[src/dssup_pkg.sv]
// Shared types, constants and helpers for the drip-stop alarm supervisor.
package dssup_pkg;

	localparam int COUNT_BITS    = 16;
	localparam int RATE_BITS     = 12;
	localparam int CFG_IDX_BITS  = 2;
	localparam int CFG_DATA_BITS = (COUNT_BITS > RATE_BITS) ? COUNT_BITS : RATE_BITS;

	localparam logic [CFG_IDX_BITS-1:0] REG_RATE_THRESHOLD = 2'd0;
	localparam logic [CFG_IDX_BITS-1:0] REG_WARMUP_TICKS   = 2'd1;
	localparam logic [CFG_IDX_BITS-1:0] REG_HOLD_TICKS     = 2'd2;
	localparam logic [CFG_IDX_BITS-1:0] REG_RECOVERY_TICKS = 2'd3;

	localparam logic [RATE_BITS-1:0]  RST_RATE_THRESHOLD = RATE_BITS'(10);
	localparam logic [COUNT_BITS-1:0] RST_WARMUP_TICKS   = COUNT_BITS'(300);
	localparam logic [COUNT_BITS-1:0] RST_HOLD_TICKS     = COUNT_BITS'(30);
	localparam logic [COUNT_BITS-1:0] RST_RECOVERY_TICKS = COUNT_BITS'(10);

	localparam logic [1:0] ST_IDLE   = 2'd0;
	localparam logic [1:0] ST_ACTIVE = 2'd1;
	localparam logic [1:0] ST_HOLD   = 2'd2;

	localparam logic [2:0] TR_NONE      = 3'd0;
	localparam logic [2:0] TR_ACTIVE    = 3'd1;
	localparam logic [2:0] TR_RECOVERED = 3'd2;
	localparam logic [2:0] TR_HOLD      = 3'd3;
	localparam logic [2:0] TR_EXPIRED   = 3'd4;
	localparam logic [2:0] TR_RESTART   = 3'd5;

	localparam logic MODE_TICK = 1'b0;
	localparam logic MODE_HOLD = 1'b1;

	typedef struct packed {
		logic [RATE_BITS-1:0]  rate_threshold;
		logic [COUNT_BITS-1:0] warmup_ticks;
		logic [COUNT_BITS-1:0] hold_ticks;
		logic [COUNT_BITS-1:0] recovery_ticks;
	} cfg_t;

	typedef struct packed {
		logic                  mode;
		logic [RATE_BITS-1:0]  drop_rate;
		logic [COUNT_BITS-1:0] drop_count;
	} item_t;

	typedef struct packed {
		logic [1:0]           alarm_state;
		logic                 alarm_or_hold;
		logic [2:0]           transition;
		logic [RATE_BITS-1:0] display_rate;
	} res_t;

	function automatic logic [COUNT_BITS-1:0] sat_inc(input logic [COUNT_BITS-1:0] v);
		sat_inc = (v == {COUNT_BITS{1'b1}}) ? v : v + COUNT_BITS'(1);
	endfunction

endpackage

[src/dssup_cfg_regs.sv]
// Configuration register file for the drip-stop alarm supervisor.
module dssup_cfg_regs (
	input  logic                                  clk,
	input  logic                                  arst_n,
	input  logic                                  wr_en,
	input  logic [dssup_pkg::CFG_IDX_BITS-1:0]   wr_index,
	input  logic [dssup_pkg::CFG_DATA_BITS-1:0]  wr_data,
	output dssup_pkg::cfg_t                       cfg
);

	dssup_pkg::cfg_t cfg_q;

	always_ff @(posedge clk or negedge arst_n) begin
		if (!arst_n) begin
			cfg_q.rate_threshold <= dssup_pkg::RST_RATE_THRESHOLD;
			cfg_q.warmup_ticks   <= dssup_pkg::RST_WARMUP_TICKS;
			cfg_q.hold_ticks     <= dssup_pkg::RST_HOLD_TICKS;
			cfg_q.recovery_ticks <= dssup_pkg::RST_RECOVERY_TICKS;
		end else if (wr_en) begin
			unique case (wr_index)
				dssup_pkg::REG_RATE_THRESHOLD:
					cfg_q.rate_threshold <= wr_data[dssup_pkg::RATE_BITS-1:0];
				dssup_pkg::REG_WARMUP_TICKS:
					cfg_q.warmup_ticks <= wr_data[dssup_pkg::COUNT_BITS-1:0];
				dssup_pkg::REG_HOLD_TICKS:
					cfg_q.hold_ticks <= wr_data[dssup_pkg::COUNT_BITS-1:0];
				dssup_pkg::REG_RECOVERY_TICKS:
					cfg_q.recovery_ticks <= wr_data[dssup_pkg::COUNT_BITS-1:0];
				default: ;
			endcase
		end
	end

	assign cfg = cfg_q;

endmodule

[src/dssup_fsm.sv]
// Alarm state machine, saturating counters and per-item result logic.
module dssup_fsm (
	input  logic                clk,
	input  logic                arst_n,
	input  logic                en,
	input  dssup_pkg::cfg_t     cfg,
	input  dssup_pkg::item_t    item,
	output dssup_pkg::res_t     res
);

	localparam int CB = dssup_pkg::COUNT_BITS;

	logic [1:0]    state_q, state_d;
	logic [CB-1:0] uptime_q, uptime_d;
	logic [CB-1:0] hold_q, hold_d;
	logic [CB-1:0] rec_q, rec_d;
	logic          run_q, run_d;
	logic [2:0]    tr;
	logic          good, due;

	always_comb begin
		state_d  = state_q;
		uptime_d = uptime_q;
		hold_d   = hold_q;
		rec_d    = rec_q;
		run_d    = run_q;
		tr       = dssup_pkg::TR_NONE;
		good     = item.drop_rate >= cfg.rate_threshold;
		due      = 1'b0;
		if (item.mode == dssup_pkg::MODE_HOLD) begin
			if (state_q == dssup_pkg::ST_HOLD) begin
				hold_d = '0;
				tr     = dssup_pkg::TR_RESTART;
			end else if (state_q == dssup_pkg::ST_IDLE) begin
				state_d = dssup_pkg::ST_HOLD;
				hold_d  = '0;
				tr      = dssup_pkg::TR_HOLD;
			end
		end else begin
			uptime_d = dssup_pkg::sat_inc(uptime_q);
			due = (item.drop_count != '0) && !good && (uptime_d >= cfg.warmup_ticks);
			unique case (state_q)
				dssup_pkg::ST_ACTIVE: begin
					if (!due && good) begin
						run_d = 1'b1;
						rec_d = run_q ? dssup_pkg::sat_inc(rec_q) : '0;
						if (rec_d >= cfg.recovery_ticks) begin
							state_d = dssup_pkg::ST_IDLE;
							run_d   = 1'b0;
							rec_d   = '0;
							tr      = dssup_pkg::TR_RECOVERED;
						end
					end else begin
						run_d = 1'b0;
						rec_d = '0;
					end
				end
				dssup_pkg::ST_HOLD: begin
					if (due) begin
						state_d = dssup_pkg::ST_ACTIVE;
						run_d   = 1'b0;
						rec_d   = '0;
						tr      = dssup_pkg::TR_ACTIVE;
					end else begin
						hold_d = dssup_pkg::sat_inc(hold_q);
						if (hold_d >= cfg.hold_ticks) begin
							state_d = dssup_pkg::ST_IDLE;
							hold_d  = '0;
							tr      = dssup_pkg::TR_EXPIRED;
						end
					end
				end
				default: begin
					if (due) begin
						state_d = dssup_pkg::ST_ACTIVE;
						run_d   = 1'b0;
						rec_d   = '0;
						tr      = dssup_pkg::TR_ACTIVE;
					end else begin
						state_d = dssup_pkg::ST_IDLE;
					end
				end
			endcase
		end
		res.alarm_state   = state_d;
		res.alarm_or_hold = (state_d == dssup_pkg::ST_ACTIVE) || (state_d == dssup_pkg::ST_HOLD);
		res.transition    = tr;
		res.display_rate  = good ? item.drop_rate : '0;
	end

	always_ff @(posedge clk or negedge arst_n) begin
		if (!arst_n) begin
			state_q  <= dssup_pkg::ST_IDLE;
			uptime_q <= '0;
			hold_q   <= '0;
			rec_q    <= '0;
			run_q    <= 1'b0;
		end else if (en) begin
			state_q  <= state_d;
			uptime_q <= uptime_d;
			hold_q   <= hold_d;
			rec_q    <= rec_d;
			run_q    <= run_d;
		end
	end

	a_run_only_active: assert property (@(posedge clk) disable iff (!arst_n)
		run_q |-> (state_q == dssup_pkg::ST_ACTIVE))
		else $error("recovery running outside active state");

	a_rec_needs_run: assert property (@(posedge clk) disable iff (!arst_n)
		(rec_q != '0) |-> run_q)
		else $error("recovery count set without recovery running");

	a_to_active: assert property (@(posedge clk) disable iff (!arst_n)
		(en && (res.transition == dssup_pkg::TR_ACTIVE)) |=> (state_q == dssup_pkg::ST_ACTIVE))
		else $error("alarm start did not reach active state");

	a_tick_uptime: assert property (@(posedge clk) disable iff (!arst_n)
		(en && (item.mode == dssup_pkg::MODE_TICK)) |=> (uptime_q != '0))
		else $error("uptime not advanced by tick");

endmodule

[src/drip_stop_alarm_supervisor_core.sv]
// Top level of the drip-stop alarm supervisor: input and result registers around the FSM.
//
// channel  dir  handshake            payload
// in       in   in_valid/in_ready    mode, drop_rate, drop_count
// out      out  out_valid/out_ready  alarm_state, alarm_or_hold, transition, display_rate
// cfg      in   cfg_valid/cfg_ready  cfg_index, cfg_data
//
// One item per cycle while out_ready does not stall the output; each result passes through the input
// register and then the result register to the outputs. The state and counter update of the FSM sets the rate.
// Reset clears the state, counters and valid flags; configuration registers take their reset values.
// A stalled result holds in the output register; the input stage holds one more item.
// cfg_ready is always high.
module drip_stop_alarm_supervisor_core (
	input  logic                                 clk,
	input  logic                                 arst_n,
	input  logic                                 in_valid,
	output logic                                 in_ready,
	input  logic                                 mode,
	input  logic [dssup_pkg::RATE_BITS-1:0]      drop_rate,
	input  logic [dssup_pkg::COUNT_BITS-1:0]     drop_count,
	output logic                                 out_valid,
	input  logic                                 out_ready,
	output logic [1:0]                           alarm_state,
	output logic                                 alarm_or_hold,
	output logic [2:0]                           transition,
	output logic [dssup_pkg::RATE_BITS-1:0]      display_rate,
	input  logic                                 cfg_valid,
	output logic                                 cfg_ready,
	input  logic [dssup_pkg::CFG_IDX_BITS-1:0]   cfg_index,
	input  logic [dssup_pkg::CFG_DATA_BITS-1:0]  cfg_data
);

	dssup_pkg::cfg_t  cfg;
	dssup_pkg::item_t item_s1;
	dssup_pkg::res_t  res;
	dssup_pkg::res_t  res_s2;
	logic             valid_s1;
	logic             valid_s2;
	logic             adv;

	assign cfg_ready = 1'b1;
	assign adv       = !valid_s2 || out_ready;
	assign in_ready  = !valid_s1 || adv;

	dssup_cfg_regs u_cfg (
		.clk      (clk),
		.arst_n   (arst_n),
		.wr_en    (cfg_valid && cfg_ready),
		.wr_index (cfg_index),
		.wr_data  (cfg_data),
		.cfg      (cfg)
	);

	dssup_fsm u_fsm (
		.clk    (clk),
		.arst_n (arst_n),
		.en     (valid_s1 && adv),
		.cfg    (cfg),
		.item   (item_s1),
		.res    (res)
	);

	always_ff @(posedge clk or negedge arst_n) begin
		if (!arst_n) begin
			valid_s1 <= 1'b0;
			valid_s2 <= 1'b0;
		end else begin
			if (in_ready) begin
				valid_s1 <= in_valid;
			end
			if (adv) begin
				valid_s2 <= valid_s1;
			end
		end
	end

	always_ff @(posedge clk) begin
		if (in_valid && in_ready) begin
			item_s1.mode       <= mode;
			item_s1.drop_rate  <= drop_rate;
			item_s1.drop_count <= drop_count;
		end
		if (valid_s1 && adv) begin
			res_s2 <= res;
		end
	end

	assign out_valid     = valid_s2;
	assign alarm_state   = res_s2.alarm_state;
	assign alarm_or_hold = res_s2.alarm_or_hold;
	assign transition    = res_s2.transition;
	assign display_rate  = res_s2.display_rate;

endmodule

[config.mk]
export PLATFORM = sky130hd
export DESIGN_NAME = drip_stop_alarm_supervisor_core
export DESIGN_NICKNAME = d
export VERILOG_FILES = /design/src/dssup_pkg.sv /design/src/dssup_cfg_regs.sv /design/src/dssup_fsm.sv /design/src/drip_stop_alarm_supervisor_core.sv
export SDC_FILE = /design/constraint.sdc
export NUM_CORES = 1
export LEC_CHECK = 0
export CORE_ASPECT_RATIO = 0.7
export CORE_UTILIZATION = 44
export DETAILED_ROUTE_END_ITERATION = 10
export DONT_BUFFER_PORTS = 1
export GPL_ROUTABILITY_DRIVEN = 0
export PLACE_DENSITY = 0.61
export REMOVE_ABC_BUFFERS = 1
export SYNTH_ARGS = -nofsm -noshare
export SYNTH_HDL_FRONTEND = slang
export SYNTH_SLANG_ARGS = --single-unit
[constraint.sdc]
create_clock -name clk -period 4.15 [get_ports clk]
set_clock_uncertainty 0.2 [all_clocks]
set_input_delay 0.83 -clock clk [delete_from_list [all_inputs] [get_ports clk]]
set_output_delay 0.83 -clock clk [all_outputs]
set_load 0.02 [all_outputs]
==> impl_summary.txt <==
----------------------------------------------------
[Critical path]
  Critical path, cell by cell ... and4_1 > nand2_1 > nor3_1 > and3_1 > nand3_1 > o21a_1 > ha_1 > nand2_2 > nor4_4 > or4b_4 > and3_4 > a2111o_1 > o311ai_4 > xor2_1
  Required time of the critical path ... ~4.1 ns
  Worst setup path class ... reg2reg
  CP Buf/Inv Count ... 0
  Worst path slowest cell ... sky130_fd_sc_hd__or4b_4
  Endpoint of the lowest-slack register-to-register path ... alarm_or_hold
  FF-to-FF setup slack ... 0.13 ns
  WP data arrival ... 3.99 ns
  Source of the worst register-to-register timing path ... u_fsm.uptime_q[11]
  Number of cells on the worst reg-to-reg path ... 14
  Largest stage delay on the critical path ... 0.51 ns
  Critical path launch point type ... register
  Peak fanout along the critical path ... 3
  Type of destination of the critical path ... register
  Gate family responsible for the most delay along the worst path ... simple AND/OR/NAND/NOR gates

[CTS]
  CTS tree ... yes
  Clk sinks ... 160
  CTS Buffer Depth ... 2
  Clock H-tree levels ... 4
  Clock slew seen by the registers of the worst setup and hold paths ... 0.07 ns
  Skew-Pair Late Insertion Delay ... 0.43 ns
  Buffer cell driving the clock tree root ... sky130_fd_sc_hd__clkbuf_16
  CTS buffer count ... 17

[Routing]
  Detail-routed via count per cell ... 5.51
  Post-route DRC violation count ... 0
  Met3 routed wirelength ... 1220 um
  Highest routed layer ... met5
  Detailed-routed wire length on met2 ... 9230 um
  Routed len/inst ... 18.3 um
  DRT Pass-1 Iters ... 4
  Post-detailed-routing wire length ... 20,700 um
  Final ANT Viol Nets ... 0
  Iter 0 DRT Violations ... 339
  Total number of vias ... 6,226
  DRT met1 WL ... ~10000 um

[Logic synthesis]
  Post-synthesis area per instance ... 10.9 um^2
  Share of the synthesized area in compound gates (AO/OA/AOI/OAI) ... around a tenth
  Area of the mapped netlist ... 0.00881 mm^2
  Number of synthesized register bits ... between 150 and 200
  Netlist cell types ... just under 70
  Post-synthesis share of cell area spent on full adders, half adders and majority gates ... 9.52%
  Main combinational cell family by area after synthesis ... simple AND/OR/NAND/NOR gates
  Share of synthesized registers carrying an async set or reset ... 70.6%
  Post-synthesis xor/xnor area fraction ... 4.08%
  Multiplexer share of the synthesized area ... 8.54%
  Number of enable-type register cells in the synthesized netlist ... 47
  Gate count after technology mapping ... 807
  Number of warning messages in the yosys log ... 0
  Top_reg_cell synth ... sky130_fd_sc_hd__dfrtp_1
  Fraction of the mapped netlist area in simple logic gates ... 14.9%
  Sequential share of the synthesized area ... 48.3%

[Floorplan]
  Core Area ... a little under 0.02 mm^2
  I/O Pins ... between 70 and 80
  Die area ... between 0.02 and 0.025 mm^2
  Y dimension of the die ... roughly 120 um
  Horizontal extent of the die ... 171 um
  Core Rows ... 42
  Starting Density ... 45.8%

[Power]
  Cell leakage power ... about 4.5 nW
  Total power ... 4.69 mW
  Sequential cell fraction of total power ... 43.9%
  Net switching component of the power ... about 1.5 mW
  Clock power frac ... between 30% and 40%
  Power density over the cells ... approximately 470 mW/mm^2
  Part of the total power dissipated in combinational logic ... 24.7%
  Sw Share ... 31.9%
  IR drop worst, VDD ... 0.000325 V
  Cell-internal power ... 3.19 mW

[Finish]
  Final instance area ... around 0.010 mm^2
  Most common library cell in the layout ignoring fill and taps ... sky130_fd_sc_hd__dfrtp_1
  Fraction of final layout cells with drive strength greater than 1 ... 21.2%
  Top library cells by usage in the layout, fill and taps aside ... sky130_fd_sc_hd__dfrtp_1 (101), sky130_fd_sc_hd__inv_1 (71), sky130_fd_sc_hd__nand2_1 (67)
  Final core utilization ... 52.3%
  Layout Nets ... between 900 and 1,000
  Final instance count without filler cells ... about 1,100
  Area delta synth->final ... 14.3%

[GRT]
  Via count of the first global-routing pass ... 6,245
  First-pass GRT wire length ... roughly 33,000 um
  Pin count of the biggest net entering global routing ... 102
  Total Routing Usage GR ... 21.1%
  Aggregate global routing overflow ... 0
  Number of antenna violations at the first check in global routing ... 2

[Placement]
  Cell total after placement ... 1,093
  Detail Placement HPWL ... 15,400 um
  Placed instance area ... roughly 0.0094 mm^2
  IO buf count ... 0

[Timing]
  Final setup TNS ... 0 ns
  Relative slew margins ... 35.3%
  Final hold violation count ... 0
  RSZ-0062 raised after global routing ... false
  Slew @ Worst Pin ... roughly 0.97 ns
  Crit path time final ... 4.02 ns
  Share of the clock period used by the worst path ... 96.9%
  Number of slew-limit violations in the final report ... 0
  Number of endpoints failing setup at the final stage ... 0
  Upper clock frequency limit ... 249 MHz

[Status]
  Outcome ... finished, final reports clean

[Hold path]
  Type of the worst min-delay path ... in2async

[Job]
  Max-capacitance violation count ... 0

----------------------------------------------------
-- Yosys cell counts, types with 6 or more instances --
cell	n	area share (%)
sky130_fd_sc_hd__a31oi_1	13	0.92
sky130_fd_sc_hd__dfstp_2	12	3.6
sky130_fd_sc_hd__o21ai_0	33	1.9
sky130_fd_sc_hd__a21oi_1	28	1.6
sky130_fd_sc_hd__a22o_1	12	1.2
sky130_fd_sc_hd__clkbuf_1	11	0.47
sky130_fd_sc_hd__xor2_1	18	1.8
sky130_fd_sc_hd__nand4_1	19	1.3
sky130_fd_sc_hd__and2_1	15	1.1
sky130_fd_sc_hd__nor2b_1	7	0.50
sky130_fd_sc_hd__ha_1	67	9.5
sky130_fd_sc_hd__nand3_1	38	2.2
sky130_fd_sc_hd__xnor2_1	23	2.3
sky130_fd_sc_hd__mux2_2	57	7.3
sky130_fd_sc_hd__dfrtp_1	101	29
sky130_fd_sc_hd__a21o_1	7	0.60
sky130_fd_sc_hd__nor3_1	17	0.97
sky130_fd_sc_hd__nand2b_1	9	0.64
sky130_fd_sc_hd__nor4_1	6	0.43
sky130_fd_sc_hd__nand2_1	67	2.9
sky130_fd_sc_hd__nor2_1	36	1.5
sky130_fd_sc_hd__edfxtp_1	47	16
sky130_fd_sc_hd__and3_1	9	0.64
sky130_fd_sc_hd__inv_1	71	3.0
-- metrics by stage --
step / hold slack (ns) / setup WS [ns]
floorplan: 0.257 / 0.00502
global placement: 0.271 / 0.112
detailed placement: 0.288 / 0.00770
CTS: 0.0207 / 0.0327
global route: 0.0161 / 0.000604
finish: 0.0356 / 0.127
-- cells by family (layout without fill, tap and decap cells) --
| family | Yosys count | in the layout |
|---|---|---|
| AOI/OAI and AO/OA | 129 | 129 |
| xor gates and xnor gates | 41 | 41 |
| adders and majority gates | 67 | 67 |
| buffers and inverters | 91 | 148 |
| DFF | 160 | 160 |
| muxes | 66 | 66 |
| other | 1 | 3 |
| and+or+nand+nor | 252 | 252 |
-- timing repair --
action,4_1_cts,5_1_grt
hold buffers,1,0
pin swaps,0,2
setup endpoints to repair,1,35
hold endpoints to repair,101,0
resized for setup,2,18
buffers inserted,0,2
-- area by class of cell --
cell class | count | area, um^2
clock inverter | 13 | 104
fill | 1678 | 9170
sequential | 160 | 4250
antenna | 2 | 5.00
tap | 264 | 330
inverter | 71 | 267
clock buffer | 19 | 443
multi-input combinational | 556 | 4280
timing repair buffer | 45 | 383
-- power by group through the flow --
stage	logic, mW	clock network (mW)	registers [mW]
after detailed placement	1.10	0	2.08
after floorplan	0.782	0	2.06
final	1.16	1.47	2.06
after global placement	1.05	0	2.08
after global routing	1.28	1.57	2.08
after CTS	1.14	1.50	2.06
-- registers in the layout (all words and copies together) (netlist names) --
register	count
out_valid	1
alarm_state	2
valid_s1	1
alarm_or_hold	1
u_fsm.run_q	1
u_fsm.uptime_q	16
u_fsm.hold_q	16
display_rate	12
u_cfg.cfg	60
u_fsm.rec_q	16
transition	3
item_s1	29
u_fsm.state_q	2
-- how the worst max path moves through the flow --
stage | to | depth (start not counted) | slack, ns | start
after floorplan | u_fsm.rec_q[5] | 14 | 0.005 | u_fsm.rec_q[0]
after global placement | alarm_or_hold | 14 | 0.11 | u_fsm.uptime_q[6]
after detailed placement | alarm_or_hold | 13 | 0.008 | u_fsm.hold_q[7]
after CTS | alarm_or_hold | 12 | 0.03 | u_fsm.hold_q[1]
after global routing | alarm_or_hold | 14 | 0.0006 | u_fsm.uptime_q[11]
final | alarm_or_hold | 14 | 0.13 | u_fsm.uptime_q[11]
-- per-layer routing --
metal  track usage, %  up-vias
li1                 -     2981
met3             6.61       20
met4             6.08        2
met5                0        -
met2             32.1      146
met1             28.9     3077
Note: power is estimated with default switching activity, not from simulation.
